===== src/onewire_rom_key_check_unit_assert.svh =====
// Assertion macros for the ROM key check unit.
// OWKC_ASSERT checks a property on every rising clock edge outside reset.
// OWKC_ASSERT_IMP checks that an antecedent implies a consequent in the same cycle.
`ifndef ONEWIRE_ROM_KEY_CHECK_UNIT_ASSERT_SVH
`define ONEWIRE_ROM_KEY_CHECK_UNIT_ASSERT_SVH

`ifndef SYNTHESIS
`define OWKC_ASSERT(lbl, clk, rst_n, prop, msg) \
	lbl: assert property (@(posedge clk) disable iff (!rst_n) prop) else $error(msg);
`define OWKC_ASSERT_IMP(lbl, clk, rst_n, ante, cons, msg) \
	lbl: assert property (@(posedge clk) disable iff (!rst_n) (ante) |-> (cons)) \
		else $error(msg);
`else
`define OWKC_ASSERT(lbl, clk, rst_n, prop, msg)
`define OWKC_ASSERT_IMP(lbl, clk, rst_n, ante, cons, msg)
`endif

`endif


===== src/owkc_pkg.sv =====
package owkc_pkg;

	localparam int MAX_KEY_SLOTS = 5;
	localparam int SERIAL_W      = 48;
	localparam int SERIAL_BYTES  = 6;
	localparam int CFG_IDX_W     = 3;
	localparam int SLOT_IDX_W    = 3;

	localparam logic [7:0] CRC_POLY   = 8'h8C;
	localparam logic [7:0] FAMILY_KEY = 8'h01;

	// byte positions inside a ROM frame
	localparam logic [2:0] BYTE_POS_FAMILY  = 3'd0;
	localparam logic [2:0] BYTE_POS_SERIAL0 = 3'd1;
	localparam logic [2:0] BYTE_POS_CRC     = 3'd7;

	typedef logic [CFG_IDX_W-1:0] reg_idx_t;

	localparam reg_idx_t REG_KEY_SLOT_ZERO  = 3'd0;
	localparam reg_idx_t REG_KEY_SLOT_ONE   = 3'd1;
	localparam reg_idx_t REG_KEY_SLOT_TWO   = 3'd2;
	localparam reg_idx_t REG_KEY_SLOT_THREE = 3'd3;
	localparam reg_idx_t REG_KEY_SLOT_FOUR  = 3'd4;
	localparam reg_idx_t REG_SLOT_ENABLE    = 3'd5;

	localparam reg_idx_t KEY_SLOT_REG [MAX_KEY_SLOTS] = '{
		REG_KEY_SLOT_ZERO, REG_KEY_SLOT_ONE, REG_KEY_SLOT_TWO,
		REG_KEY_SLOT_THREE, REG_KEY_SLOT_FOUR
	};

	typedef struct packed {
		logic [7:0] rom_byte;
		logic       frame_start;
	} in_item_t;

	typedef struct packed {
		logic [SERIAL_W-1:0]   serial_number;
		logic [7:0]            family_code;
		logic                  crc_ok;
		logic                  key_present;
		logic                  key_allowed;
		logic [SLOT_IDX_W-1:0] matched_slot;
	} out_item_t;

	// reflected CRC-8, one byte, LSB first
	function automatic logic [7:0] crc8_byte(input logic [7:0] crc, input logic [7:0] data);
		logic [7:0] c;
		c = crc ^ data;
		for (int b = 0; b < 8; b++) begin
			c = c[0] ? ((c >> 1) ^ CRC_POLY) : (c >> 1);
		end
		return c;
	endfunction

endpackage


===== src/onewire_rom_key_check_unit.sv =====
// ROM key check unit.
// Takes the eight bytes of a 1-Wire ROM read, one byte per input transaction
// (family code, six serial bytes, CRC). After the eighth byte it emits one
// result transaction with the serial number, the family code, the CRC verdict,
// key presence and the lowest enabled key slot whose serial matches.
// Channels: in_valid/in_stall/in_item and out_valid/out_stall/out_item; a
// transaction moves when valid is high and stall is low. frame_start marks
// byte 0 and restarts the byte count and CRC; without it, frames follow on.
// Configuration: cfg_valid/cfg_ready/cfg_index/cfg_data; cfg_ready is always
// high. Index 0..4 write key slots, 5 writes the enable mask, others are
// dropped. Write configuration only while the unit is idle.
// Each byte taken in is registered into stage 1 and processed there; a
// frame's last byte then loads its result into the output register.
// Throughput: one byte per cycle through the single CRC/compare stage, except while a last byte waits on a held output.
// When the receiver stalls a finished result, the unit keeps taking bytes that
// produce no result; only a frame's last byte waits behind the held output.
// Reset clears the CRC, byte count, captured family and serial, the key slots
// and the enable mask, and empties both pipeline registers.
`include "onewire_rom_key_check_unit_assert.svh"

module onewire_rom_key_check_unit #(
	parameter int NUM_KEY_SLOTS = owkc_pkg::MAX_KEY_SLOTS
) (
	input  logic                              clk,
	input  logic                              arst_n,
	input  logic                              in_valid,
	output logic                              in_stall,
	input  owkc_pkg::in_item_t                in_item,
	output logic                              out_valid,
	input  logic                              out_stall,
	output owkc_pkg::out_item_t               out_item,
	input  logic                              cfg_valid,
	output logic                              cfg_ready,
	input  owkc_pkg::reg_idx_t                cfg_index,
	input  logic [owkc_pkg::SERIAL_W-1:0]     cfg_data
);
	import owkc_pkg::*;

	// configuration registers
	logic [SERIAL_W-1:0]      key_slot_q [NUM_KEY_SLOTS];
	logic [NUM_KEY_SLOTS-1:0] slot_en_q;

	// frame state
	logic [7:0]          crc_q;
	logic [2:0]          byte_cnt_q;
	logic [7:0]          family_q;
	logic [SERIAL_W-1:0] serial_q;

	// stage 1: registered input byte
	logic     valid_s1;
	in_item_t item_s1;

	// output register
	logic      out_valid_q;
	out_item_t out_item_q;

	// stage 1 datapath
	logic [2:0]            pos_s1;
	logic [7:0]            crc_base_s1;
	logic [7:0]            crc_next_s1;
	logic                  last_s1;
	logic                  advance_s1;
	logic                  fire_s1;
	logic                  crc_ok_s1;
	logic                  present_s1;
	logic                  hit_s1;
	logic [SLOT_IDX_W-1:0] hit_slot_s1;
	out_item_t             result_s1;

	assign cfg_ready = 1'b1;

	// frame_start restarts count and CRC before the byte is folded in
	assign pos_s1      = item_s1.frame_start ? BYTE_POS_FAMILY : byte_cnt_q;
	assign crc_base_s1 = item_s1.frame_start ? 8'h00 : crc_q;
	assign crc_next_s1 = crc8_byte(crc_base_s1, item_s1.rom_byte);
	assign last_s1     = (pos_s1 == BYTE_POS_CRC);

	// stage 1 only waits when it holds a last byte and the output is held
	assign advance_s1 = !valid_s1 || !last_s1 || !out_valid_q || !out_stall;
	assign fire_s1    = valid_s1 && advance_s1;
	assign in_stall   = !advance_s1;

	assign crc_ok_s1  = (crc_next_s1 == 8'h00);
	assign present_s1 = crc_ok_s1 && (family_q == FAMILY_KEY);

	// priority match: lowest enabled slot wins
	always_comb begin
		hit_s1      = 1'b0;
		hit_slot_s1 = '0;
		for (int i = NUM_KEY_SLOTS - 1; i >= 0; i--) begin
			if (slot_en_q[i] && (key_slot_q[i] == serial_q)) begin
				hit_s1      = 1'b1;
				hit_slot_s1 = SLOT_IDX_W'(i);
			end
		end
	end

	always_comb begin
		result_s1.serial_number = serial_q;
		result_s1.family_code   = family_q;
		result_s1.crc_ok        = crc_ok_s1;
		result_s1.key_present   = present_s1;
		result_s1.key_allowed   = present_s1 && hit_s1;
		result_s1.matched_slot  = (present_s1 && hit_s1) ? hit_slot_s1 : '0;
	end

	// configuration writes
	always_ff @(posedge clk or negedge arst_n) begin
		if (!arst_n) begin
			for (int i = 0; i < NUM_KEY_SLOTS; i++) begin
				key_slot_q[i] <= '0;
			end
			slot_en_q <= '0;
		end else if (cfg_valid && cfg_ready) begin
			for (int i = 0; i < NUM_KEY_SLOTS; i++) begin
				if (cfg_index == KEY_SLOT_REG[i]) begin
					key_slot_q[i] <= cfg_data;
				end
			end
			if (cfg_index == REG_SLOT_ENABLE) begin
				slot_en_q <= cfg_data[NUM_KEY_SLOTS-1:0];
			end
		end
	end

	// frame state: advance on every byte leaving stage 1
	always_ff @(posedge clk or negedge arst_n) begin
		if (!arst_n) begin
			crc_q      <= '0;
			byte_cnt_q <= '0;
			family_q   <= '0;
			serial_q   <= '0;
		end else if (fire_s1) begin
			byte_cnt_q <= pos_s1 + 3'd1;
			crc_q      <= last_s1 ? 8'h00 : crc_next_s1;
			if (pos_s1 == BYTE_POS_FAMILY) begin
				family_q <= item_s1.rom_byte;
			end
			for (int b = 0; b < SERIAL_BYTES; b++) begin
				if (pos_s1 == BYTE_POS_SERIAL0 + 3'(b)) begin
					serial_q[b*8 +: 8] <= item_s1.rom_byte;
				end
			end
		end
	end

	// stage 1 valid
	always_ff @(posedge clk or negedge arst_n) begin
		if (!arst_n) begin
			valid_s1 <= 1'b0;
		end else if (advance_s1) begin
			valid_s1 <= in_valid;
		end
	end

	always_ff @(posedge clk) begin
		if (in_valid && !in_stall) begin
			item_s1 <= in_item;
		end
	end

	// output register: load on a last byte, drop once taken
	always_ff @(posedge clk or negedge arst_n) begin
		if (!arst_n) begin
			out_valid_q <= 1'b0;
		end else if (fire_s1 && last_s1) begin
			out_valid_q <= 1'b1;
		end else if (!out_stall) begin
			out_valid_q <= 1'b0;
		end
	end

	always_ff @(posedge clk) begin
		if (fire_s1 && last_s1) begin
			out_item_q <= result_s1;
		end
	end

	assign out_valid = out_valid_q;
	assign out_item  = out_item_q;

	`OWKC_ASSERT(a_out_from_last, clk, arst_n, $rose(out_valid_q) |-> $past(fire_s1 && last_s1), "result appeared without a last byte")
	`OWKC_ASSERT(a_frame_wrap, clk, arst_n, (fire_s1 && last_s1) |=> (byte_cnt_q == BYTE_POS_FAMILY && crc_q == 8'h00), "frame did not restart after last byte")
	`OWKC_ASSERT_IMP(a_allowed_present, clk, arst_n, out_valid_q && out_item_q.key_allowed, out_item_q.key_present && out_item_q.crc_ok, "key allowed without valid key")
	`OWKC_ASSERT_IMP(a_slot_needs_hit, clk, arst_n, out_valid_q && (out_item_q.matched_slot != '0), out_item_q.key_allowed, "slot reported without match")
	`OWKC_ASSERT_IMP(a_no_overwrite, clk, arst_n, out_valid_q && out_stall, !(fire_s1 && last_s1), "held result overwritten")

endmodule


===== config.mk =====
export PLATFORM = sky130hd
export DESIGN_NAME = onewire_rom_key_check_unit
export DESIGN_NICKNAME = d
export VERILOG_FILES = /design/src/owkc_pkg.sv /design/src/onewire_rom_key_check_unit.sv
export VERILOG_INCLUDE_DIRS = /design/src /design/src/src
export SDC_FILE = /design/constraint.sdc
export NUM_CORES = 1
export LEC_CHECK = 0
export BUFFER_PORTS_ARGS = -buffer_cell sky130_fd_sc_hd__buf_2
export CORE_ASPECT_RATIO = 0.75
export CORE_MARGIN = 10
export CORE_UTILIZATION = 60
export DETAILED_ROUTE_END_ITERATION = 8
export PLACE_DENSITY_LB_ADDON = 0.2
export SYNTH_ARGS = -nofsm -noshare
export SYNTH_HDL_FRONTEND = slang
export SYNTH_SLANG_ARGS = --single-unit

===== constraint.sdc =====
create_clock -name clk -period 6.6 [get_ports clk]
set_input_delay 0.99 -clock clk [delete_from_list [all_inputs] [get_ports clk]]
set_output_delay 0.99 -clock clk [all_outputs]
set_load 0.03 [all_outputs]

Word-level counts from Yosys, hierarchy flattened
Cells that the tools add are included.
{"block": "classes", "shift": 0, "magnitude_cmp": 0, "bitwise_logic": 10, "addsub": 1, "n_eq_ne": 19, "div_mod_pow": 0, "n_mul": 0, "reduce_logical": 37, "mux": 22}
{"cell": "equality test 48 bit", "count": 5}
{"cell": "2-to-1 mux 8 bit", "count": 10}
{"cell": "AND reduction 2 bit", "count": 13}
{"cell": "inverter 2 -> 3 bit", "count": 8}
{"cell": "equality test 3 bit (second input constant)", "count": 6}
{"cell": "equality test 3 x 2 -> 1 bit (second input constant)", "count": 4}
{"cell": "logical AND 1 bit", "count": 10}
{"cell": "equality test 8 x 1 -> 1 bit (second input constant)", "count": 1}
{"cell": "logical NOT 8 bit", "count": 1}
{"cell": "2-to-1 mux 1 bit", "count": 8}
{"cell": "bitwise XOR 8 bit", "count": 1}
{"cell": "equality test 3 x 1 -> 1 bit (second input constant)", "count": 2}
{"cell": "logical NOT 3 bit", "count": 2}
{"cell": "2-to-1 mux 3 bit", "count": 2}
{"cell": "logical NOT 1 bit", "count": 5}
{"cell": "OR reduction 5 bit", "count": 1}
{"cell": "2-to-1 mux 2 bit", "count": 2}
{"cell": "adder 3 x 1 -> 3 bit (second input constant)", "count": 1}
{"cell": "logical OR 1 bit", "count": 3}
{"cell": "OR reduction 3 bit", "count": 1}
{"cell": "!= test 2 x 1 -> 1 bit (second input constant)", "count": 1}
{"cell": "OR reduction 2 bit", "count": 1}
{"cell": "inverter 1 bit", "count": 1}
{"block": "word_totals", "ff_bits": 385, "romBits": 0, "ramBits": 0, "latch_bits": 0, "n_memories": 0, "out_inout_bits": 65}

Depth between registers and ports, before layout
{"block": "depth", "ltp_word": 23, "depth_mapped": 11}

Worst setup path after synthesis
No wires, ideal clock.
{"block": "synth_timing", "path_kind": "reg-to-reg", "startpoint": "register item_s1[0] (netlist name)", "endpoint": "register out_item_q (netlist bit out_item[0]), enable pin", "stages_incl_launch_ff": 8, "path_slack_ns": 1.650, "t_arrival_ns": 4.447, "t_required_ns": 6.097, "path_cell_list": "edfxtp_1 > clkbuf_1 > nand2b_1 > inv_1 > ha_1 > ha_1 > nand2_1 > a21oi_1"}
{"block": "synth_via", "elab_chain_len": 8}
{"item": "from (decl)", "line": "onewire_rom_key_check_unit.sv:51", "source": "in_item_t item_s1;"}
{"item": "from (signal assigned)", "line": "onewire_rom_key_check_unit.sv:158", "source": "item_s1 <= in_item;"}
{"item": "2-to-1 mux 3 bit (*)", "line": "onewire_rom_key_check_unit.sv:73", "source": "assign pos_s1 = item_s1.frame_start ? BYTE_POS_FAMILY : byte_cnt_q;"}
{"item": "equality test 3 bit (*)", "line": "onewire_rom_key_check_unit.sv:76", "source": "assign last_s1 = (pos_s1 == BYTE_POS_CRC);"}
{"item": "logical NOT 1 bit", "line": "onewire_rom_key_check_unit.sv:79", "source": "assign advance_s1 = !valid_s1 || !last_s1 || !out_valid_q || !out_stall;"}
{"item": "logical OR 1 bit (3 in a row)", "line": "onewire_rom_key_check_unit.sv:79"}
{"item": "logical AND 1 bit", "line": "onewire_rom_key_check_unit.sv:80", "source": "assign fire_s1 = valid_s1 && advance_s1;"}
{"item": "logical AND 1 bit (*)", "line": "onewire_rom_key_check_unit.sv:174", "source": "if (fire_s1 && last_s1) begin"}
{"item": "to (signal assigned)", "line": "onewire_rom_key_check_unit.sv:175", "source": "out_item_q <= result_s1;"}
{"item": "to (decl)", "line": "onewire_rom_key_check_unit.sv:55", "source": "out_item_t out_item_q;"}
Every way passes the cells marked *; elsewhere a longest branch is shown, timed or not.
A chain may end at the register's enable or synchronous reset.

Final worst setup path
{"block": "layout_timing", "startpoint": "register item_s1[0] (netlist name)", "endpoint": "output in_stall"}
{"block": "layout_via", "elab_chain_len": 7}
{"item": "2-to-1 mux 3 bit", "line": "onewire_rom_key_check_unit.sv:73"}
{"item": "equality test 3 bit", "line": "onewire_rom_key_check_unit.sv:76"}
{"item": "logical NOT 1 bit", "line": "onewire_rom_key_check_unit.sv:79"}
{"item": "logical OR 1 bit (3 in a row)", "line": "onewire_rom_key_check_unit.sv:79"}
{"item": "logical NOT 1 bit", "line": "onewire_rom_key_check_unit.sv:81", "source": "assign in_stall = !advance_s1;"}
{"item": "to (decl)", "line": "onewire_rom_key_check_unit.sv:27", "source": "output logic in_stall,"}
No other way between the ends.

==> impl_metrics.py <==
metrics = {
    "status": {
        "status": "completed",
    },
    "final_layout": {
        "final_cell_area_um2": 19300,
        "fillers": 2026,
        "area_growth_pct": 12.3,
        "nNetsFinal": 1413,
        "layout_commonest_cell": "dfrtp_1",
        "post-route-util_pct": 68.7,
        "drive_above_1_share_pct": 36.4,
        "final_cell_mix": "314 x dfrtp_1, 292 x mux2_2, 150 x xor2_1, 127 x buf_2, 90 x xnor2_1",
    },
    "route": {
        "drt_iter0_drc": 1074,
        "ant_nets": 0,
        "drt_wl_total_um": 47600,
        "via_per_inst": 6.00,
        "remaining_drc_errors": 0,
        "drt-pass1-iter-count": 6,
        "wl_per_cell_um": 27.2,
        "vias": 10520,
    },
    "sta": {
        "slew_headroom_pct": 33.9,
        "fmax_ghz": 0.277,
        "fin_crit_ps": 3610,
        "worst_pin_slew_ps": 992,
        "finalCritPeriodShare_pct": 54.7,
        "finalSetupTns_ps": 0,
        "fin_worst_skew_ps": 10.6,
        "final-hold-violation-count": 0,
        "setup_viol_count_final": 0,
        "drv_slew": 0,
        "rsz0062_at_grt": "false",
    },
    "grt": {
        "grt_pass1_vias": 10853,
        "grt_max_degree": 127,
        "antenna_found_initial": 1,
        "overflow": 0,
        "grtUsageTotal_pct": 26.3,
        "grt_pass1_wl_um": 70800,
    },
    "cts": {
        "h-tree-depth": 2,
        "clkLatencyLatePin_ps": 540,
        "root_buffer": "clkbuf_16",
        "cts_tree": "yes",
        "cts.sinks": 385,
        "numCtsBuffers": 38,
        "cts_hold_buf": 0,
        "clockBufferDepth": 3,
        "cts.clk_slew.worst_paths_ps": 60,
        "cts-resized-gates": 0,
        "post_cts_buffers": 0,
    },
    "min_path": {
        "hold_depth": 0,
        "hold_start": "family_q[4]",
        "min_to": "out_item[10]",
        "hold_class": "flop to flop",
    },
    "die": {
        "ios": 130,
        "die_x_um": 216,
        "die_area_um2": 36000,
        "rows": 53,
        "initial_core_util_pct": 61.1,
        "core-area_um2": 28200,
        "dieHeight_um": 167,
    },
    "synthesis": {
        "ys_warn_count": 0,
        "ys_seq_elements": 385,
        "dominantRegCellSynth": "dfrtp_1",
        "syn_area_um2": 17200,
        "synth-edff-count": 71,
        "syn-num-nets": 1318,
        "syn_area_per_cell_um2": 13.8,
        "async_flop_share_pct": 81.6,
        "seq_area_frac_synth_pct": 58.0,
        "postSynthCellCount": 1247,
        "synth.distinct_cells": 60,
    },
    "critical_path": {
        "cp-end-kind": "primary output",
        "cp.arrival_ps": 2620,
        "crit_required_ps": 5610,
        "criticalPathCategory": "flop to primary output",
        "reg2reg_slack_ps": 3320,
        "reg2reg_from": "item_s1[0]",
        "r2r_cells": 9,
        "crit_path_start_kind": "flop",
        "path_max_fanout": 16,
        "r2r-end": "family_q[1]",
    },
    "flow_run": {
        "cap_violations": 0,
    },
    "placed_design": {
        "post-dp-hpwl_um": 33400,
        "place_congestion": 0.928,
        "io_buffers": 128,
        "place_area_um2": 18100,
    },
    "power_and_ir_drop": {
        "vdd_drop_max_uv": 219,
        "p_leak_nw": 8.33,
        "p_per_area_nw_per_um2": 396,
    },
}
metal layers:
metal / vias up / global-route usage [%] / routed length [um]
li1: 4542 / - / -
met1: 5420 / 38.3 / 21100
met2: 475 / 38.5 / 20900
met3: 83 / 6.97 / 4630
met4: 0 / 5.89 / 1020
met5: - / 0 / 0
how the worst max path moves through the flow:
stage	from	end	slack [ps]	cells after the start
3_3_place_gp	item_s1[0]	serial_q[26]	3490	9
2_1_floorplan	item_s1[0]	out_item[0]	1650	7
5_1_grt	item_s1[0]	in_stall	2820	7
4_1_cts	item_s1[0]	in_stall	3000	7
3_5_place_dp	item_s1[0]	family_q[1]	3340	9
6_report	item_s1[0]	in_stall	2990	7
critical path: stages, from the launching register on:
cell,delay (ps)
edfxtp_1,580
nand2b_1,280
inv_1,120
ha_1,190
ha_1,340
nand4_1,250
inv_1,120
buf_2,200
synth_stat cells, drive strengths merged (2+ instances only):
| cell | instances | area share, % |
|---|---|---|
| nor2b | 6 | 0.22 |
| nor2 | 12 | 0.28 |
| a22o | 3 | 0.15 |
| xnor3 | 2 | 0.26 |
| clkbuf | 65 | 1.4 |
| and3b | 2 | 0.11 |
| or4 | 5 | 0.24 |
| a222oi | 2 | 0.12 |
| nor4 | 39 | 1.5 |
| edfxtp | 71 | 12 |
| dfrtp | 314 | 46 |
| nor3 | 9 | 0.26 |
| nand2b | 11 | 0.40 |
| o22ai | 2 | 0.073 |
| buf | 17 | 0.49 |
| o2111ai | 2 | 0.10 |
| mux2 | 292 | 19 |
| a31oi | 2 | 0.073 |
| inv | 22 | 0.48 |
| mux2i | 2 | 0.12 |
| nand2 | 34 | 0.74 |
| a21oi | 4 | 0.12 |
| and3 | 2 | 0.080 |
| a221oi | 5 | 0.25 |
| ha | 6 | 0.44 |
| xor2 | 150 | 7.6 |
| o21ai | 19 | 0.55 |
| xnor2 | 91 | 4.7 |
| nand3 | 10 | 0.29 |
| nand4 | 27 | 0.98 |
| nor4b | 2 | 0.19 |
per-stage QoR:
step | total power, mW | hold WS (ps) | std cells | setup slack [ps]
after floorplan | 4.76 | 420 | 1247 | 1650
after global placement | 5.46 | 467 | 1687 | 3490
after detailed placement | 5.51 | 458 | 1687 | 3340
after CTS | 7.64 | 472 | 1752 | 3000
after global routing | 7.96 | 495 | 1752 | 2820
final | 7.66 | 471 | 1753 | 2990
state kept, by name, summed over array words and instances, names as in the netlist:
| name | count |
|---|---|
| key_slot_q | 240 |
| out_item | 62 |
| serial_q | 48 |
| item_s1 | 9 |
| crc_q | 8 |
| family_q | 8 |
| slot_en_q | 5 |
| byte_cnt_q | 3 |
| out_valid | 1 |
| valid_s1 | 1 |
cells by family (layout without fill, tap and decap cells):
kind of cell | Yosys count | after routing | synth area share [%]
other | 1 | 2 | 0.0218
AO/OA/AOI/OAI | 49 | 49 | 1.92
buffers and inverters | 104 | 224 | 2.38
AND/OR/NAND/NOR | 165 | 165 | 5.50
flip-flops | 385 | 385 | 58.0
multiplexers | 294 | 294 | 19.2
XOR/XNOR | 243 | 243 | 12.6
adder cells (fa/ha/maj) | 6 | 6 | 0.436
power breakdown:
part / internal [mW] / switching (mW)
clock: 1.23 / 0.905
sequential: 2.94 / 0.756
combinational: 0.930 / 0.907
total: 5.10 / 2.57
area by class of cell:
cell class / instances / area [um^2] / share of cell area, %
sequential: 385 / 9990 / 51.6
clock buffer: 51 / 1040 / 5.38
inverter: 22 / 82.6 / 0.427
multi-input combinational: 758 / 6870 / 35.5
clock inverter: 14 / 155 / 0.802
timing repair buffer: 137 / 731 / 3.78
antenna: 1 / 2.50 / 0.0129
tap: 385 / 482 / 2.49
No activity file was read; power rests on OpenSTA's default activity.
